[src/five_tap_spatiotemporal_gradient_assert.svh]
// ----------------------------------------------------------------------------
// Gradient block assertion macros
// Short forms for the concurrent checks of the gradient block.
// ----------------------------------------------------------------------------
`ifndef FIVE_TAP_SPATIOTEMPORAL_GRADIENT_ASSERT_SVH
`define FIVE_TAP_SPATIOTEMPORAL_GRADIENT_ASSERT_SVH

// A property that holds at every clock edge outside reset.
`define FTSG_ASSERT(label, prop, msg) \
  label: assert property (@(posedge clk_i) disable iff (!rst_ni) (prop)) else $error(msg);

// A consequence that holds in the cycle after its antecedent.
`define FTSG_ASSERT_NEXT(label, ante, cons, msg) \
  label: assert property (@(posedge clk_i) disable iff (!rst_ni) (ante) |=> (cons)) \
    else $error(msg);

`endif

[src/ftsg_ram.sv]
`timescale 1ns / 1ps
// ----------------------------------------------------------------------------
// Generic single-port-write RAM
// One write port and one read port with a registered read.
// ----------------------------------------------------------------------------
module ftsg_ram #(
  parameter int unsigned WIDTH = 32,
  parameter int unsigned DEPTH = 16
) (
  input  logic                     clk_i,
  input  logic                     we_i,
  input  logic [$clog2(DEPTH)-1:0] waddr_i,
  input  logic [WIDTH-1:0]         wdata_i,
  input  logic                     re_i,
  input  logic [$clog2(DEPTH)-1:0] raddr_i,
  output logic [WIDTH-1:0]         rdata_o
);

  logic [WIDTH-1:0] mem_q [DEPTH];
  logic [WIDTH-1:0] rdata_q;

  always_ff @(posedge clk_i) begin
    if (we_i) begin
      mem_q[waddr_i] <= wdata_i;
    end
    if (re_i) begin
      rdata_q <= mem_q[raddr_i];
    end
  end

  assign rdata_o = rdata_q;

endmodule

[config.mk]
export PLATFORM = sky130hd
export DESIGN_NAME = ftsg_ram
export DESIGN_NICKNAME = d
export VERILOG_FILES = /design/src/five_tap_spatiotemporal_gradient_assert.svh /design/src/ftsg_ram.sv
export SDC_FILE = /design/constraint.sdc
export NUM_CORES = 1
export LEC_CHECK = 0
export BUFFER_PORTS_ARGS = -buffer_cell sky130_fd_sc_hd__buf_2
export CAP_MARGIN = 20
export CORE_ASPECT_RATIO = 1.4
export CORE_MARGIN = 8
export CORE_UTILIZATION = 62
export CTS_BUF_LIST = sky130_fd_sc_hd__clkbuf_8
export CTS_CLUSTER_DIAMETER = 100
export DETAILED_ROUTE_END_ITERATION = 16
export GPL_ROUTABILITY_DRIVEN = 0
export PLACE_DENSITY_LB_ADDON = 0.1
export SLEW_MARGIN = 20
export SYNTH_ARGS = -nofsm -noshare
export SYNTH_HDL_FRONTEND = slang
export SYNTH_SLANG_ARGS = --single-unit
[constraint.sdc]
create_clock -name clk_i -period 5.3 [get_ports clk_i]
set_clock_uncertainty 0.15 [all_clocks]
set_input_delay 0.53 -clock clk_i [delete_from_list [all_inputs] [get_ports clk_i]]
set_output_delay 0.53 -clock clk_i [all_outputs]
set_load 0.005 [all_outputs]
==> impl_results.md, run 1 <==
- Hold crit path type: primary input to register
- Register area: about 16000 um2
- DR pass1 iterations: 7
- Synth Instances: 838
- Setup violators final: 0
- Antenna Violating Nets Remaining: 0
- Peak Freq: 0.419 GHz
- Footprint of the multi-input gates: roughly 3800 um2
- Gr usage total: 0.226
- Pwr Density: approximately 360 nW/um2
- Delay-heaviest family, CP: buffers and inverters
- Grt ovf: 0
- Reg clk slew, reported paths: 0.06 ns
- Crit path depth: 5
- Number of global-route vias before repair: 9956
- Share of cells above drive strength 1: 0.326
- Detailed placement HPWL: 21600 um
- WP buf/inv: 2
- Ys Warns: 0
- Final instance area: approximately 23000 um2
- Worst-Margin Slew: 1.13 ns
- RSZ-0062 raised after global routing: no
- DR WL/cell: roughly 30 um
- Commonest non-fill, non-tap cell in the layout: edfxtp_1
- CP startpoint kind: primary input
- Worst setup EP type: register
- Initial antenna violation count: 3
- # DRC: 0
- Cells along the critical path: buf_8 > buf_4 > mux4_2 > a22oi_1 > nand2_1
- Crit Path Max Fanout: 84
- CTS Buf Count: 76
- CP max-delay cell: buf_8
- Cell Area, Placed: 21200 um2
- Final Critical Period: 2.38 ns
- DR top layer: met5
- Largest net degree at the start of global routing: 85
- R2R cell count: 3
- Worst EP arrival: 2.59 ns
- Worst-Skew Late Latency: 0.61 ns
- Cells after DPL: 1294
- CP Class: primary input to register
- Longest Clk Path Bufs: 3
- Seq/Total Area, Yosys: 0.810
- Initial core utilization: 0.626
- Met3 wire length: 3360 um
- Pwr Total: between 8 and 9 mW
- Met2 WL: 21600 um
- # rows: 78
- Post-synthesis compound-gate area fraction: 0.0238
- Syn_area_per_cell: approximately 24 um2
- Non-filler cells, final: 1424
- Worst reg2reg path startpoint: mem_q[3][14]$_DFFE_PP_
- Critical path endpoint: rdata_o[25]$_DFFE_PP_
- Root buffer cell: clkbuf_8
- Post-synthesis xor/xnor area fraction: 0
- Maximum vdd drop: 266 uV
- First-pass GRT wire length: 62700 um
- Number of setup buffers added after CTS: 0
- Via/cell ratio: roughly 6.5
- Number of max-cap violations: 0
- PortBufs: 74
- Leakage: 7.30 nW
- Slew headroom: 0.246
- Mux cell area share after synthesis: 0.143
- Reg2reg setup slack: 3.69 ns
- CTS H-tree lvls: 3
- Fin. Hold Viols: 0
- Via count: about 9300
- Die X: 168 um
- Metal-1 WL: approximately 17000 um
- Simple-Gate Fraction of Synth Area: 0.0125
- CTS tree: yes
- Die height: 229 um
- Pins Over Slew Limit: 0
- CP max stage delay: 0.68 ns
- Drt initial violations: between 900 and 1000
- Adder-cell share of the synthesized area: 0
- Setup ws final: 2.92 ns
- Crit share post-route: 0.450
- Core area: 32200 um2
- Post-CTS Hold Buffers: 0
- Required time worst endpoint: ~5.5 ns
- CP startpoint: raddr_i[0]
- Area Overhead vs Synth: 11.6%
- Status: finished clean
- Pre-CTS WS: 2.13 ns
- #FFs+latches synth: 544
- Routed WL: 42500 um
- Die area: between 30000 and 40000 um2
- Syn_nets: ~880
- Clock Sinks: around 540
- IO Pins: 75
- Synth Cell Area: 20200 um2
- NumNets Final: slightly above 1000
- Synth unique cells: 17
- Reg-to-reg critical path endpoint: rdata_o[14]$_DFFE_PP_
- Most frequent cells in the layout: 544 x edfxtp_1, 128 x mux4_2, 81 x clkbuf_8, 72 x buf_2, 64 x a22oi_1
- Gates resized, CTS repair: 0
- Total negative slack: 0 ns
- # fillers: 1955
- Largest family of logic cells by synthesized area: multiplexers
-- per-layer routing --
| metal | up-vias | track usage |
|---|---|---|
| met1 | 4918 | 0.302 |
| met2 | 444 | 0.370 |
| li1 | 3879 | - |
| met4 | 4 | 0.0733 |
| met3 | 65 | 0.0496 |
| met5 | - | 0 |
-- cell usage after synthesis, drive strengths merged --
cell type | instances | area [um2]
a22oi | 64 | 480
mux4 | 128 | 2880
clkbuf | 17 | 63.8
nand2b | 2 | 12.5
nand3b | 2 | 15.0
nand3 | 1 | 5.00
nand2 | 33 | 124
edfxtp | 544 | 16300
buf | 26 | 159
and2 | 1 | 6.26
or3b | 1 | 8.76
nor3 | 4 | 20.0
nor2 | 13 | 48.8
nor2b | 2 | 12.5
-- worst reg2reg max path, cell delays in order, from the launching register on --
cell,delay (ns)
edfxtp_1,0.38
mux4_2,0.49
a22oi_1,0.21
nand2_1,0.11
-- worst min path at each step --
stage,depth (start not counted),end,from,slack (ns)
floorplan,0,mem_q[0][0]$_DFFE_PP_,wdata_i[0],0.48
global placement,3,rdata_o[11]$_DFFE_PP_,mem_q[14][11]$_DFFE_PP_,0.57
detailed placement,3,rdata_o[0]$_DFFE_PP_,mem_q[14][0]$_DFFE_PP_,0.59
CTS,1,mem_q[14][6]$_DFFE_PP_,wdata_i[6],0.09
global route,1,mem_q[3][20]$_DFFE_PP_,wdata_i[20],0.12
finish,1,mem_q[0][20]$_DFFE_PP_,wdata_i[20],0.13
-- per-stage QoR --
step | utilization | hold WS, ns
floorplan | - | 0.479
global placement | 0.658 | 0.574
detailed placement | 0.658 | 0.588
CTS | 0.699 | 0.0934
global route | 0.699 | 0.116
finish | 0.699 | 0.129
-- cell type report --
cell class | instances | area share
Sequential cell | 544 | 0.725
Multi-Input combinational cell | 251 | 0.167
Antenna cell | 1 | 0.000111
Clock inverter | 48 | 0.00945
Clock buffer | 81 | 0.0495
Tap cell | 400 | 0.0222
Timing Repair Buffer | 99 | 0.0265
-- registers in the layout, indices dropped and copies added, names as in the netlist --
name,count
rdata_o,32
mem_q,512
-- cell families (layout without fill, tap and decap cells) --
| group | count (synthesis) | count (layout) |
|---|---|---|
| flip-flops | 544 | 544 |
| buffers and inverters | 43 | 228 |
| AO/OA/AOI/OAI | 64 | 64 |
| multiplexers | 128 | 128 |
| AND/OR/NAND/NOR | 59 | 59 |
| other | 0 | 1 |
-- report_power, final --
group | switching [mW] | leakage, nW | internal, mW | total [mW]
Sequential | 0.0272 | 4.94 | 4.85 | 4.87
Combinational | 0.238 | 1.57 | 0.166 | 0.404
Clock | 1.46 | 0.783 | 1.45 | 2.91
Total | 1.73 | 7.30 | 6.46 | 8.19
Power figures use the tool's default switching activity.
==> run 2, diff against run 1 <==
--- a/config.mk
+++ b/config.mk
@@ -5,6 +5,7 @@
 export SDC_FILE = /design/constraint.sdc
 export NUM_CORES = 1
 export LEC_CHECK = 0
+export ABC_AREA = 1
 export BUFFER_PORTS_ARGS = -buffer_cell sky130_fd_sc_hd__buf_2
 export CAP_MARGIN = 20
 export CORE_ASPECT_RATIO = 1.4
==> constraint.sdc (replaced) <==
create_clock -name clk_i -period 2.41 [get_ports clk_i]
set_clock_uncertainty 0.15 [all_clocks]
set_input_delay 0.241 -clock clk_i [delete_from_list [all_inputs] [get_ports clk_i]]
set_output_delay 0.241 -clock clk_i [all_outputs]
set_load 0.005 [all_outputs]
==> run 2 against run 1 <==
  * Setup slack worse by 2.2 ns
  * Via count grew 63%
  * Hold slack worse by 0.076 ns
  * Core utilization up 0.92 points
  * Largest cell class unchanged
  * Largest power group unchanged
  * Highest routed layer is now met4
==> impl_results.md, run 2 <==
- Seq/Total Area, Yosys: 0.709
- Synth Cell Area: between 20000 and 25000 um2
- Most numerous cell in the Yosys netlist: nand2_1
- Syn_nets: 2163
- Yosys top cell by area: edfxtp_1
- Worst EP arrival: 1.27 ns
- Ys Warns: 0
- Routed WL: 53400 um
- CP max stage delay: 0.46 ns
- # DRC: 0
- Initial antenna violation count: 1
- Via count: 15215
- CTS tree: yes
- Peak Freq: 0.602 GHz
- Die X: 179 um
- Initial core utilization: 0.629
- PortBufs: 74
- Antenna Violating Nets Remaining: 0
- CP max-delay cell: edfxtp_1
- Post-synth EDFFs: roughly 540
- Commonest non-fill, non-tap cell in the layout: nand2_1
- Number of setup buffers added after CTS: 0
- Grt ovf: 0
- Reg with most FFs: mem_q
- Number of max-cap violations: 0
- NumNets Final: 2303
- Area Overhead vs Synth: 12.6%
- Gates resized, CTS repair: 0
- Die height: 244 um
- Synth unique cells: 14
- Largest net degree at the start of global routing: 149
- CP startpoint kind: register
- Setup violators final: 0
- Core area: 36700 um2
- #FFs+latches synth: 544
- Maximum vdd drop: 640 uV
- Via/cell ratio: approximately 5.5
- Status: finished clean
- Fin. Hold Viols: 0
- Longest Clk Path Bufs: 3
- Pre-CTS WS: 0.495 ns
- DR WL/cell: 19.1 um
- Total negative slack: 0 ns
- Setup ws final: 0.748 ns
- Root buffer cell: clkbuf_8
- Pwr Total: 19.0 mW
- Synth top area share: 0.709
- Delay-heaviest family, CP: flip-flops
- Number of global-route vias before repair: between 15000 and 20000
- Drt initial violations: 1669
- First-pass GRT wire length: 83500 um
- Ys async rst share: 0
- # fillers: 2562
- Pwr Density: 731 nW/um2
- Worst setup EP type: output port
- CTS H-tree lvls: 3
- Post-synth top cells: 677 x nand2_1, 544 x edfxtp_1, 388 x inv_1, 385 x nand3_1, 41 x buf_2
- Worst-Skew Late Latency: 0.64 ns
- CTS Buf Count: 81
- Max FFs per register: 512
- Final Critical Period: 1.66 ns
- Crit Path Max Fanout: 1
- Clock Sinks: 544
- Worst-Margin Slew: 0.709 ns
- Final Core Density: 0.708
- DR pass1 iterations: 6
- Synth Instances: 2120
- Most frequent cells in the layout: 677 x nand2_1, 544 x edfxtp_1, 407 x inv_1, 385 x nand3_1, 82 x clkbuf_8
- Share of cells above drive strength 1: 0.106
- Slew headroom: 0.527
- WP buf/inv: 1
- Synth area leaders: edfxtp_1 71%, nand2_1 11%, nand3_1 8.4%, inv_1 6.3%, buf_6 1.4%
- Detailed placement HPWL: 29600 um
- Pins Over Slew Limit: 0
- Required time worst endpoint: between 2 and 2.5 ns
- Crit share post-route: 0.690
- Cells along the critical path: buf_2
- Leakage: approximately 11 nW
- CP Class: register to output port
- IO Pins: 75
- Gr usage total: 0.251
- Reg clk slew, reported paths: 0.06 ns
- Syn_area_per_cell: ~11 um2
- # rows: between 80 and 90
- Hold crit path type: primary input to register
- RSZ-0062 raised after global routing: no
- Die area: 43700 um2
- Ys flop type: edfxtp_1
run 2: repair_timing:
item                                   in CTS  in global routing
hold buffers                               33                  0
setup endpoints to repair                   0                  0
endpoints found under the hold margin     522                  0
run 2: layout make-up:
| type | count | area [um2] | share of cell area |
|---|---|---|---|
| clock inverters | 65 | 378 | 0.0146 |
| diodes | 1 | 2.50 | 0.0000964 |
| flip-flops and latches | 544 | 16300 | 0.629 |
| well taps | 467 | 584 | 0.0225 |
| clock buffers | 81 | 1110 | 0.0429 |
| repair buffers | 162 | 1410 | 0.0544 |
| multi-input cells | 1081 | 4670 | 0.180 |
| inverters | 390 | 1470 | 0.0567 |
run 2: report_power, final:
| group | switching, mW | leakage [nW] | internal [mW] | total [mW] |
|---|---|---|---|---|
| Sequential | 0.0588 | 4.94 | 10.7 | 10.7 |
| Combinational | 0.876 | 5.37 | 0.401 | 1.28 |
| Clock | 3.42 | 0.825 | 3.57 | 6.99 |
run 2: cell families (layout without fill, tap and decap cells):
family	Yosys count	in the layout	share of synthesized area
other	0	1	0
DFF	544	544	0.709
and+or+nand+nor	1081	1081	0.197
buffers and inverters	495	698	0.0941
run 2: per-stage QoR:
stage | instances | area [um2] | hold slack [ns]
detailed placement | 2611 | 24100 | 0.480
global placement | 2611 | 24100 | 0.474
floorplan | 2120 | 23100 | 0.190
global route | 2791 | 26000 | 0.0456
CTS | 2790 | 26000 | 0.00910
finish | 2791 | 26000 | 0.0523
run 2: worst paths after layout:
| check | startpoint | slack [ns] | depth (start not counted) | to |
|---|---|---|---|---|
| hold / removal | raddr_i[3] | 0.05 | 3 | rdata_o[9]$_DFFE_PP_ |
| hold reg to reg | mem_q[12][25]$_DFFE_PP_ | 0.58 | 6 | rdata_o[25]$_DFFE_PP_ |
| setup / recovery | rdata_o[7]$_DFFE_PP_ | 0.75 | 1 | rdata_o[7] |
| setup reg to reg | mem_q[9][26]$_DFFE_PP_ | 1.09 | 6 | rdata_o[26]$_DFFE_PP_ |
run 2: routing by layer:
metal,part of all wire,global-route usage,vias up
met1,0.40,0.322,7266
met4,0.028,0.105,0
met5,0,0,-
met3,0.076,0.0335,103
li1,-,-,7165
met2,0.50,0.422,681
==> run 3, diff against run 2 <==
==> constraint.sdc (replaced) <==
create_clock -name clk_i -period 1.7 [get_ports clk_i]
set_clock_uncertainty 0.15 [all_clocks]
set_input_delay 0.17 -clock clk_i [delete_from_list [all_inputs] [get_ports clk_i]]
set_output_delay 0.17 -clock clk_i [all_outputs]
set_load 0.005 [all_outputs]
==> run 3 against run 2 <==
  * Count of clock-buffer cells in the layout grew 4
  * Register-to-register slack lost 0.67 ns
  * Combinational power grew 48%
  * Routed wire length grew 0.57%
  * Critical path depth is the same
  * Sequential share of layout area shrank 1.2 points
==> impl_results.md, run 3 (synthesized netlist as in run 2, its figures left out) <==
- Worst-Margin Slew: 0.449 ns
- Setup ws final: around 0.14 ns
- Drt initial violations: roughly 1400
- CP max stage delay: 0.45 ns
- Status: finished clean
- Routed WL: 53700 um
- Slew headroom: 0.701
- Initial antenna violation count: 3
- Gr usage total: 0.251
- Area Overhead vs Synth: 14.9%
- Most frequent cells in the layout: 677 x nand2_1, 544 x edfxtp_1, 404 x inv_1, 385 x nand3_1, 86 x clkbuf_8
- WP buf/inv: 1
- Reg clk slew, reported paths: 0.06 ns
- Final Core Density: 0.722
- # fillers: about 2500
- DR pass1 iterations: 6
- CTS tree: yes
- Gates resized, CTS repair: 0
- Non-filler cells, final: around 2800
- CP startpoint kind: register
- Reg with most FFs: mem_q
- Initial core utilization: 0.629
- Fin. Hold Viols: 0
- Min-delay src: waddr_i[2]
- Grt ovf: 0
- Share of cells above drive strength 1: 0.123
- Clock Sinks: 544
- Die X: 179 um
- Pwr Density: 1010 nW/um2
- Hold crit path type: primary input to register
- Worst-Skew Late Latency: 0.63 ns
- Footprint of the multi-input gates: 4670 um2
- Post-CTS Hold Buffers: 33
- Antenna Violating Nets Remaining: 0
- CP startpoint: rdata_o[16]$_DFFE_PP_
- Worst reg2reg path startpoint: mem_q[6][11]$_DFFE_PP_
- IO Pins: 75
- Via count: 15261
- Worst EP arrival: 1.24 ns
- Setup violators final: 0
- NumNets Final: 2338
- PortBufs: 74
- Largest net degree at the start of global routing: 65
- CTS H-tree lvls: 3
- RSZ-0062 raised after global routing: no
- Pins Over Slew Limit: 0
- Number of global-route vias before repair: 15168
- Register area: 16300 um2
- Crit Path Max Fanout: 1
- Via/cell ratio: 5.41
- Final Critical Period: around 1.6 ns
- # rows: 83
- Pre-CTS WS: 0.0826 ns
- Detailed placement HPWL: 31500 um
- Maximum vdd drop: 847 uV
- Cells along the critical path: buf_2
- Delay-heaviest family, CP: flip-flops
- Crit share post-route: 0.918
- Longest Clk Path Bufs: 3
- Peak Freq: 0.641 GHz
- Die area: 43700 um2
- CP max-delay cell: edfxtp_1
- DR WL/cell: between 15 and 20 um
- CP Class: register to output port
- First-pass GRT wire length: 83500 um
- Required time worst endpoint: 1.38 ns
- Max FFs per register: 512
- Die height: 244 um
- # DRC: 0
- Number of max-cap violations: 0
- CTS Buf Count: just over 80
- Root buffer cell: clkbuf_8
- Total negative slack: 0 ns
- Commonest non-fill, non-tap cell in the layout: nand2_1
- Cells after DPL: 2646
- Number of setup buffers added after CTS: 0
- Core area: 36700 um2
- Leakage: 11.4 nW
- Worst setup EP type: output port
run 3: cell count changes in the layout (fill, tap and decap cells not counted), moves of 2 or more:
cell	change
clkinv_1	-13
clkinv_2	+8
inv_1	-3
bufinv_16	-2
clkbuf_8	+4
diode_2	+2
buf_12	+23
clkinvlp_4	-3
buf_4	+12
run 3: cell type report:
| cell class | instances | area share |
|---|---|---|
| sequential | 544 | 0.617 |
| multi-input combinational | 1081 | 0.176 |
| timing repair buffer | 197 | 0.0741 |
| inverter | 390 | 0.0556 |
| clock buffer | 85 | 0.0442 |
| tap | 467 | 0.0221 |
| clock inverter | 53 | 0.0105 |
| antenna | 3 | 0.000284 |
run 3: metrics by stage:
step / cell area, um2 / power [mW] / hold WS (ns)
2_1_floorplan: 23100 / 16.5 / 0.119
3_3_place_gp: 24700 / 17.3 / 0.404
3_5_place_dp: 24700 / 17.3 / 0.410
4_1_cts: 26500 / 27.0 / 0.00982
5_1_grt: 26500 / 27.7 / 0.0425
6_report: 26500 / 26.8 / 0.0446
run 3: path summary, 6_finish.rpt:
path,to,slack [ns],cells after the start
worst max-delay path,rdata_o[16],0.14,1
worst min-delay path,mem_q[13][12]$_DFFE_PP_,0.04,4
worst max register to register,rdata_o[11]$_DFFE_PP_,0.42,6
worst min register to register,rdata_o[16]$_DFFE_PP_,0.59,6
run 3: report_power, final:
part / internal (mW) / switching (mW) / total, mW
clock: 4.92 / 4.78 / 9.70
combinational: 0.652 / 1.25 / 1.90
sequential: 15.1 / 0.0851 / 15.2
total: 20.7 / 6.12 / 26.8
run 3: routing by layer:
layer / vias to the layer above / global-route usage / wire length, um
li1: 7223 / - / -
met1: 7260 / 0.324 / 21100
met2: 642 / 0.413 / 26700
met3: 136 / 0.0418 / 4100
met4: 0 / 0.106 / 1760
met5: - / 0 / 0
